File: src/hw/rtl/hitc_pkg.sv
`timescale 1ns / 1ps
// ----------------------------------------------------------------------------
// Hall ignition timing controller package
// Shared constants and request codes for the ignition timing controller.
// ----------------------------------------------------------------------------
package hitc_pkg;

    typedef enum logic {
        REQ_TICK  = 1'b0,
        REQ_WRITE = 1'b1
    } req_t;

    localparam logic [7:0]  COUNT_LIMIT    = 8'd239;
    localparam logic [7:0]  INDEX_LIMIT    = 8'd240;
    localparam logic [7:0]  DEBOUNCE_RESET = 8'd3;
    localparam int unsigned COUNT_W        = 8;
    localparam int unsigned DWELL_W        = 16;

endpackage

File: src/hw/rtl/hitc_ram.sv
`timescale 1ns / 1ps
// ----------------------------------------------------------------------------
// Generic simple dual-port RAM
// One write port and one read port with registered read data.
// ----------------------------------------------------------------------------
module hitc_ram #(
    parameter int WIDTH = 8,
    parameter int DEPTH = 256
) (
    input  logic                     clk,
    input  logic                     wr_en,
    input  logic [$clog2(DEPTH)-1:0] wr_addr,
    input  logic [WIDTH-1:0]         wr_data,
    input  logic                     rd_en,
    input  logic [$clog2(DEPTH)-1:0] rd_addr,
    output logic [WIDTH-1:0]         rd_data
);

    logic [WIDTH-1:0] mem [DEPTH];

    always_ff @(posedge clk)
    begin
        if (wr_en)
        begin
            mem[wr_addr] <= wr_data;
        end
        if (rd_en)
        begin
            rd_data <= mem[rd_addr];
        end
    end

endmodule

File: src/hw/rtl/hall_ignition_timing_controller.sv
`timescale 1ns / 1ps
// ----------------------------------------------------------------------------
// Hall ignition timing controller
// Debounces the Hall sensor, times dwell and spark, and holds the advance
// table that maps the previous sector tick count to the next spark point.
//
// Input items arrive on in_valid / in_stall; a transfer is either a timer
// tick or an advance table write, selected by req_type. Every input transfer
// produces exactly one result transfer on out_valid / out_stall carrying the
// coil and indicator levels, the sensor state, the last sector count and the
// current spark point.
// Each input transfer passes the staging register and then the output register
// before result valid. One item is accepted every cycle while the receiver
// takes results; the advance table read at shutter exit is registered in the
// RAM and its data is forwarded to the following item, so no bubble is needed.
// When the receiver stalls, the output register and one staging register
// fill, after which in_stall rises until the output drains.
// Reset clears all timing state and sets the debounce length to three; the
// advance table is not cleared and must be loaded before it is used.
// ----------------------------------------------------------------------------
module hall_ignition_timing_controller #(
    parameter int TABLE_DEPTH = 256
) (
    input  logic       clk,
    input  logic       rst_n,
    input  logic       cfg_wr_en,
    input  logic [7:0] cfg_wr_data,
    input  logic       in_valid,
    output logic       in_stall,
    input  logic       req_type,
    input  logic       hall_in,
    input  logic       engine_stop,
    input  logic       rev_limit_one,
    input  logic       rev_limit_two,
    input  logic       coil_off_set,
    input  logic [7:0] table_index,
    input  logic [7:0] table_value,
    output logic       out_valid,
    input  logic       out_stall,
    output logic       coil_on,
    output logic       led_on,
    output logic       sensor_state,
    output logic [7:0] last_sector_count,
    output logic [7:0] spark_point
);

    localparam int AW = $clog2(TABLE_DEPTH);
    localparam logic [8:0] DEPTH_LIMIT = 9'(TABLE_DEPTH);

    logic [7:0]  debounce_cfg_reg;
    logic [7:0]  debounce_count_reg, debounce_count_next;
    logic        sensor_flag_reg, sensor_flag_next;
    logic        prev_in_reg, prev_in_next;
    logic [7:0]  tick_count_reg, tick_count_next;
    logic [7:0]  saved_count_reg, saved_count_next;
    logic        overflow_reg, overflow_next;
    logic [7:0]  spark_ticks_reg, spark_ticks_next;
    logic [15:0] dwell_reg, dwell_next;
    logic        coil_off_reg, coil_off_next;
    logic        coil_level_reg, coil_level_next;
    logic        led_level_reg, led_level_next;
    logic        pend_reg;

    logic        s1_valid_reg;
    logic        s1_use_ram_reg;
    logic        s1_coil_reg, s1_led_reg, s1_sensor_reg;
    logic [7:0]  s1_saved_reg, s1_spark_reg;

    logic        out_valid_reg;
    logic        out_coil_reg, out_led_reg, out_sensor_reg;
    logic [7:0]  out_saved_reg, out_spark_reg;

    logic        in_accept, s1_adv;
    logic        is_tick;
    logic        blocked;
    logic        rd_en, rd_ok;
    logic        wr_en;
    logic [7:0]  rd_data;
    logic [7:0]  spark_eff;
    logic [7:0]  count_inc;

    assign s1_adv    = s1_valid_reg && (!out_valid_reg || !out_stall);
    assign in_stall  = s1_valid_reg && !s1_adv;
    assign in_accept = in_valid && !in_stall;
    assign is_tick   = (hitc_pkg::req_t'(req_type) == hitc_pkg::REQ_TICK);
    assign blocked   = engine_stop || rev_limit_one || rev_limit_two;
    assign spark_eff = pend_reg ? rd_data : spark_ticks_reg;
    assign wr_en     = in_accept && !is_tick && ({1'b0, table_index} < DEPTH_LIMIT);
    assign rd_ok     = (tick_count_reg <= hitc_pkg::INDEX_LIMIT)
                    && ({1'b0, tick_count_reg} < DEPTH_LIMIT);

    always_comb
    begin
        debounce_count_next = debounce_count_reg;
        sensor_flag_next    = sensor_flag_reg;
        prev_in_next        = prev_in_reg;
        tick_count_next     = tick_count_reg;
        saved_count_next    = saved_count_reg;
        overflow_next       = overflow_reg;
        spark_ticks_next    = spark_eff;
        dwell_next          = dwell_reg;
        coil_off_next       = coil_off_reg || coil_off_set;
        coil_level_next     = coil_level_reg;
        led_level_next      = led_level_reg;
        rd_en               = 1'b0;
        count_inc           = tick_count_reg + 8'd1;

        if (is_tick)
        begin
            if (hall_in == sensor_flag_reg)
            begin
                debounce_count_next = '0;
            end
            else
            begin
                debounce_count_next = debounce_count_reg + 8'd1;
                if (debounce_count_next == debounce_cfg_reg)
                begin
                    sensor_flag_next    = !sensor_flag_reg;
                    debounce_count_next = '0;
                end
            end

            if (sensor_flag_next)
            begin
                if (!prev_in_reg)
                begin
                    if (!blocked)
                    begin
                        coil_level_next = 1'b1;
                    end
                    saved_count_next = tick_count_reg;
                    tick_count_next  = '0;
                    prev_in_next     = 1'b1;
                    overflow_next    = 1'b0;
                    coil_off_next    = 1'b0;
                end
                else
                begin
                    led_level_next = 1'b0;
                    if (!overflow_reg)
                    begin
                        tick_count_next = count_inc;
                        if (count_inc >= hitc_pkg::COUNT_LIMIT)
                        begin
                            overflow_next = 1'b1;
                        end
                        if (spark_eff != '0 && count_inc == spark_eff)
                        begin
                            coil_level_next = 1'b0;
                        end
                    end
                end
            end
            else if (prev_in_reg)
            begin
                coil_level_next = 1'b0;
                prev_in_next    = 1'b0;
                dwell_next      = 16'(tick_count_reg)
                                + ((spark_eff == '0) ? 16'(hitc_pkg::COUNT_LIMIT)
                                                     : 16'(spark_eff));
                rd_en           = rd_ok;
                if (!rd_ok)
                begin
                    spark_ticks_next = '0;
                end
            end
            else
            begin
                led_level_next = 1'b1;
                dwell_next     = dwell_reg - 16'd1;
                if (dwell_next == '0 && !blocked && !coil_off_next)
                begin
                    coil_level_next = 1'b1;
                end
            end
        end
    end

    hitc_ram #(
        .WIDTH (8),
        .DEPTH (TABLE_DEPTH)
    ) u_table (
        .clk     (clk),
        .wr_en   (wr_en),
        .wr_addr (table_index[AW-1:0]),
        .wr_data (table_value),
        .rd_en   (in_accept && rd_en),
        .rd_addr (tick_count_reg[AW-1:0]),
        .rd_data (rd_data)
    );

    always_ff @(posedge clk or negedge rst_n)
    begin
        if (!rst_n)
        begin
            debounce_cfg_reg   <= hitc_pkg::DEBOUNCE_RESET;
            debounce_count_reg <= '0;
            sensor_flag_reg    <= 1'b0;
            prev_in_reg        <= 1'b0;
            tick_count_reg     <= '0;
            saved_count_reg    <= '0;
            overflow_reg       <= 1'b0;
            spark_ticks_reg    <= '0;
            dwell_reg          <= '0;
            coil_off_reg       <= 1'b0;
            coil_level_reg     <= 1'b0;
            led_level_reg      <= 1'b0;
            pend_reg           <= 1'b0;
            s1_valid_reg       <= 1'b0;
            out_valid_reg      <= 1'b0;
        end
        else
        begin
            if (cfg_wr_en)
            begin
                debounce_cfg_reg <= cfg_wr_data;
            end
            if (in_accept)
            begin
                debounce_count_reg <= debounce_count_next;
                sensor_flag_reg    <= sensor_flag_next;
                prev_in_reg        <= prev_in_next;
                tick_count_reg     <= tick_count_next;
                saved_count_reg    <= saved_count_next;
                overflow_reg       <= overflow_next;
                spark_ticks_reg    <= spark_ticks_next;
                dwell_reg          <= dwell_next;
                coil_off_reg       <= coil_off_next;
                coil_level_reg     <= coil_level_next;
                led_level_reg      <= led_level_next;
                pend_reg           <= rd_en;
            end
            else
            begin
                if (pend_reg)
                begin
                    spark_ticks_reg <= rd_data;
                end
                pend_reg <= 1'b0;
            end
            if (in_accept)
            begin
                s1_valid_reg <= 1'b1;
            end
            else if (s1_adv)
            begin
                s1_valid_reg <= 1'b0;
            end
            if (s1_adv)
            begin
                out_valid_reg <= 1'b1;
            end
            else if (!out_stall)
            begin
                out_valid_reg <= 1'b0;
            end
        end
    end

    always_ff @(posedge clk)
    begin
        if (in_accept)
        begin
            s1_use_ram_reg <= rd_en;
            s1_coil_reg    <= coil_level_next;
            s1_led_reg     <= led_level_next;
            s1_sensor_reg  <= sensor_flag_next;
            s1_saved_reg   <= saved_count_next;
            s1_spark_reg   <= spark_ticks_next;
        end
        if (s1_adv)
        begin
            out_coil_reg   <= s1_coil_reg;
            out_led_reg    <= s1_led_reg;
            out_sensor_reg <= s1_sensor_reg;
            out_saved_reg  <= s1_saved_reg;
            out_spark_reg  <= s1_use_ram_reg ? rd_data : s1_spark_reg;
        end
    end

    assign out_valid         = out_valid_reg;
    assign coil_on           = out_coil_reg;
    assign led_on            = out_led_reg;
    assign sensor_state      = out_sensor_reg;
    assign last_sector_count = out_saved_reg;
    assign spark_point       = out_spark_reg;

endmodule
File: config.mk
export PLATFORM = sky130hd
export DESIGN_NAME = hall_ignition_timing_controller
export DESIGN_NICKNAME = d
export VERILOG_FILES = /design/src/hw/rtl/hitc_pkg.sv /design/src/hw/rtl/hitc_ram.sv /design/src/hw/rtl/hall_ignition_timing_controller.sv
export SDC_FILE = /design/constraint.sdc
export NUM_CORES = 2
export LEC_CHECK = 0
export ABC_AREA = 0
export ABC_CLOCK_PERIOD_IN_PS = 5840
export BUFFER_PORTS_ARGS = -buffer_cell sky130_fd_sc_hd__buf_4
export CAP_MARGIN = 20
export CORE_ASPECT_RATIO = 0.6
export CORE_MARGIN = 2
export CORE_UTILIZATION = 40
export CTS_BUF_LIST = sky130_fd_sc_hd__clkbuf_4
export DETAILED_ROUTE_END_ITERATION = 8
export SYNTH_ARGS = -nofsm -noshare
export SYNTH_HDL_FRONTEND = slang
export SYNTH_SLANG_ARGS = --single-unit
File: constraint.sdc
create_clock -name clk -period 5.84 [get_ports clk]
set_clock_uncertainty 0.1 [all_clocks]
set_input_delay 1.46 -clock clk [delete_from_list [all_inputs] [get_ports clk]]
set_output_delay 1.46 -clock clk [all_outputs]
set_load 0.02 [all_outputs]
==> key figures <==
Die
  – DIE WIDTH: 599.6 um
  – Core area: 212100 um^2
  – Num ports: 56
  – Initial Util: 0.4014
  – Die height: 361.4 um
  – Die area: 216700 um^2
  – FP Rows: 131

GRT
  – Tot GR Track Use: 0.2327
  – First-pass GRT wire length: 355700 um
  – Largest net degree at the start of global routing: 138
  – Initial antenna violation count: 15
  – Vias in the first global route: 45729
  – GRT overflow: 0

Pwr
  – Combinational share of power: 0.263
  – Seq pwr share: 0.448
  – Internal power: 26.63 mW
  – NetSw: 12.63 mW
  – Sw Ratio: 0.3216
  – Worst VDD drop: 0.2395 mV
  – PwrDens: 412.1 nW/um^2
  – P_leak: 30.13 nW
  – Clock share of power: 0.290

Synth
  – Number of synthesized flops with an enable pin: 2095
  – Sequential-to-total area share from yosys stat: 0.7580
  – Unique masters post-synth: 81
  – Synth Area per Inst: 19.68 um^2
  – Primary FF master, synth: edfxtp_1
  – Mapped Cells: 4327
  – Register bit total from synthesis: 2160
  – Mapped Nets: 4377
  – Async SR Flop Fraction: 0.03009
  – Syn. warnings: 0
  – Mapped Area: 85140 um^2

Placed design
  – Post-DP HPWL: 158400 um
  – Gpl congestion: 0.9049
  – Dpl ws: 0.9535 ns
  – # port buffers: 55

CTS
  – Root Buffer: clkbuf_4
  – Num CTS Buffers: 467
  – Clk pin slew, worst setup/hold paths: 0.08 ns
  – Cts repair resizes: 0
  – H-tree levels: 5
  – CTS tree: yes
  – Cts hold-fix bufs: 0
  – Worst skew pair latency: 1.21 ns
  – CTS Buffer Depth: 4
  – # Post-CTS Setup Buffers: 0
  – Clk sink count: 2160

Setup path
  – CP max stage delay: 1.19 ns
  – Crit-path cells: clkinv_2 > nand3_1 > o22ai_1 > nor3_1 > o32ai_1
  – Data required time of the critical path: 6.65 ns
  – CP Launch Type: register
  – Crit path DAT: 5.65 ns
  – Worst path bufs/invs: 1
  – Worst Path Max Fanout: 29
  – Setup Crit Path Kind: register to register
  – Worst setup EP type: register
  – Top delay family on crit path: simple AND/OR/NAND/NOR gates
  – Crit-path slowest cell: nand3_1

Layout
  – Most frequent cells in the layout: edfxtp_1, clkbuf_4, mux4_2
  – Layout area overhead: 11.88%
  – Largest register FFs: 2048
  – Final nets: 4803
  – Most common cell after layout, fill and taps aside: edfxtp_1
  – Share of layout cells above drive strength 1: 0.2864

STA
  – Crit share post-route: 0.8297
  – RSZ-0062 raised after global routing: no
  – Final WS setup: 0.9944 ns
  – Hold Slack: 0.2770 ns
  – Max_slew headroom: 0.1003
  – Setup TNS: 0 ns
  – Slew of the pin with the lowest slew margin: 1.339 ns
  – FMAX: 0.2064 GHz
  – Post-layout min period: 4.846 ns
  – # setup viols final: 0
  – Max-slew violation count: 0
  – Final hold viol count: 0

Outcome
  – Status: complete, no violations

Worst hold path
  – HP Class: primary input to asynchronous set/reset pin

Route
  – Via Count: 47528
  – DR WL/cell: 31.95 um
  – DRC viols: 0
  – 1st-pass router iterations: 6
  – Post-Route WL: 254700 um
  – Routed Antenna Nets: 0
  – DR iter-0 viols: 7991
  – Vias per inst: 5.962

Run
  – Max-cap violations: 0
per-layer routing:
metal / share of wire / track usage / up-vias
met5: 0 / 0 / -
met4: 0.019 / 0.05593 / 0
met3: 0.15 / 0.08557 / 339
met2: 0.39 / 0.2951 / 3397
met1: 0.44 / 0.3707 / 24784
li1: - / - / 19008
power by group through the flow:
stage	logic [mW]	clock network, mW	registers, mW
after floorplan	6.37	0	17.6
after global placement	10.1	0	17.9
after detailed placement	10.1	0	17.9
after CTS	10.1	11.5	17.6
after global routing	10.7	12.3	17.6
final	10.3	11.4	17.6
path summary, 6_finish.rpt:
kind                       slack (ns)                    to  cells after the start              start
min in group clk                 0.32  last_sector_count[5]                      0    s1_saved_reg[5]
max                              0.99    u_table.rd_data[1]                      5  tick_count_reg[3]
min                              0.28              pend_reg                      1              rst_n
max in group asynchronous        4.69     tick_count_reg[3]                      1              rst_n
max reg2reg                      0.99    u_table.rd_data[1]                      5  tick_count_reg[3]
min reg2reg                      0.32  last_sector_count[5]                      0    s1_saved_reg[5]
cell families after synthesis:
group	after synthesis	synth area share
and+or+nand+nor	669	0.03533
muxes	672	0.1440
buffers and inverters	277	0.01647
AOI/OAI and AO/OA	504	0.04063
xor gates and xnor gates	30	0.003262
adders and majority gates	15	0.002293
DFF	2160	0.7580
synthesized netlist by cell type, drive strengths merged (4+ instances only):
cell	count	area, um^2
nand2	135	506.7
nor4	12	75.07
a22o	15	131.4
nor3	22	148.9
nor3b	7	57.55
a221o	4	40.04
mux4	438	9864
or2	4	25.02
a31oi	24	150.1
a21oi	96	480.5
edfxtp	2095	62910
ha	14	175.2
and3	14	87.58
a221oi	26	227.7
nor2	333	1250
o211ai	5	37.54
xor2	13	113.9
o221ai	20	175.2
a2111oi	5	43.79
o41ai	12	105.1
or4	7	52.55
buf	138	878.3
nand4	12	75.07
a21boi	4	30.03
o22ai	33	206.5
dfrtp	63	1577
nand2b	9	56.30
o21ai	73	365.4
nor2b	25	156.4
o32ai	7	61.31
inv	15	56.31
a211oi	33	247.7
o31ai	10	75.07
xnor2	16	140.1
clkbuf	122	460.4
nand3	58	295.3
o2111ai	4	35.03
mux2i	192	1922
a311oi	5	43.79
mux2	42	473.0
and2	8	50.05
a22oi	101	758.2
or3	12	75.07
per-stage QoR:
step | utilization | area [um^2] | std cells | power, mW
4_1_cts | 0.4490 | 95240 | 7963 | 39.23
3_5_place_dp | 0.4219 | 89490 | 7143 | 28.02
2_1_floorplan | - | 85140 | 4327 | 24.01
6_report | 0.4491 | 95260 | 7972 | 39.26
5_1_grt | 0.4491 | 95250 | 7967 | 40.58
3_3_place_gp | 0.4218 | 89450 | 7141 | 27.98
cell type report:
cell class                 count  area (um^2)
fill                       18273       116800
inverter                      17        65.06
antenna                        9        22.52
tap                         2859         3577
timing repair buffer         217         2012
clock inverter               131        575.6
sequential                  2160        64560
clock buffer                 689         5172
multi-input combinational   1890        19280
Power figures use the tool's default switching activity.
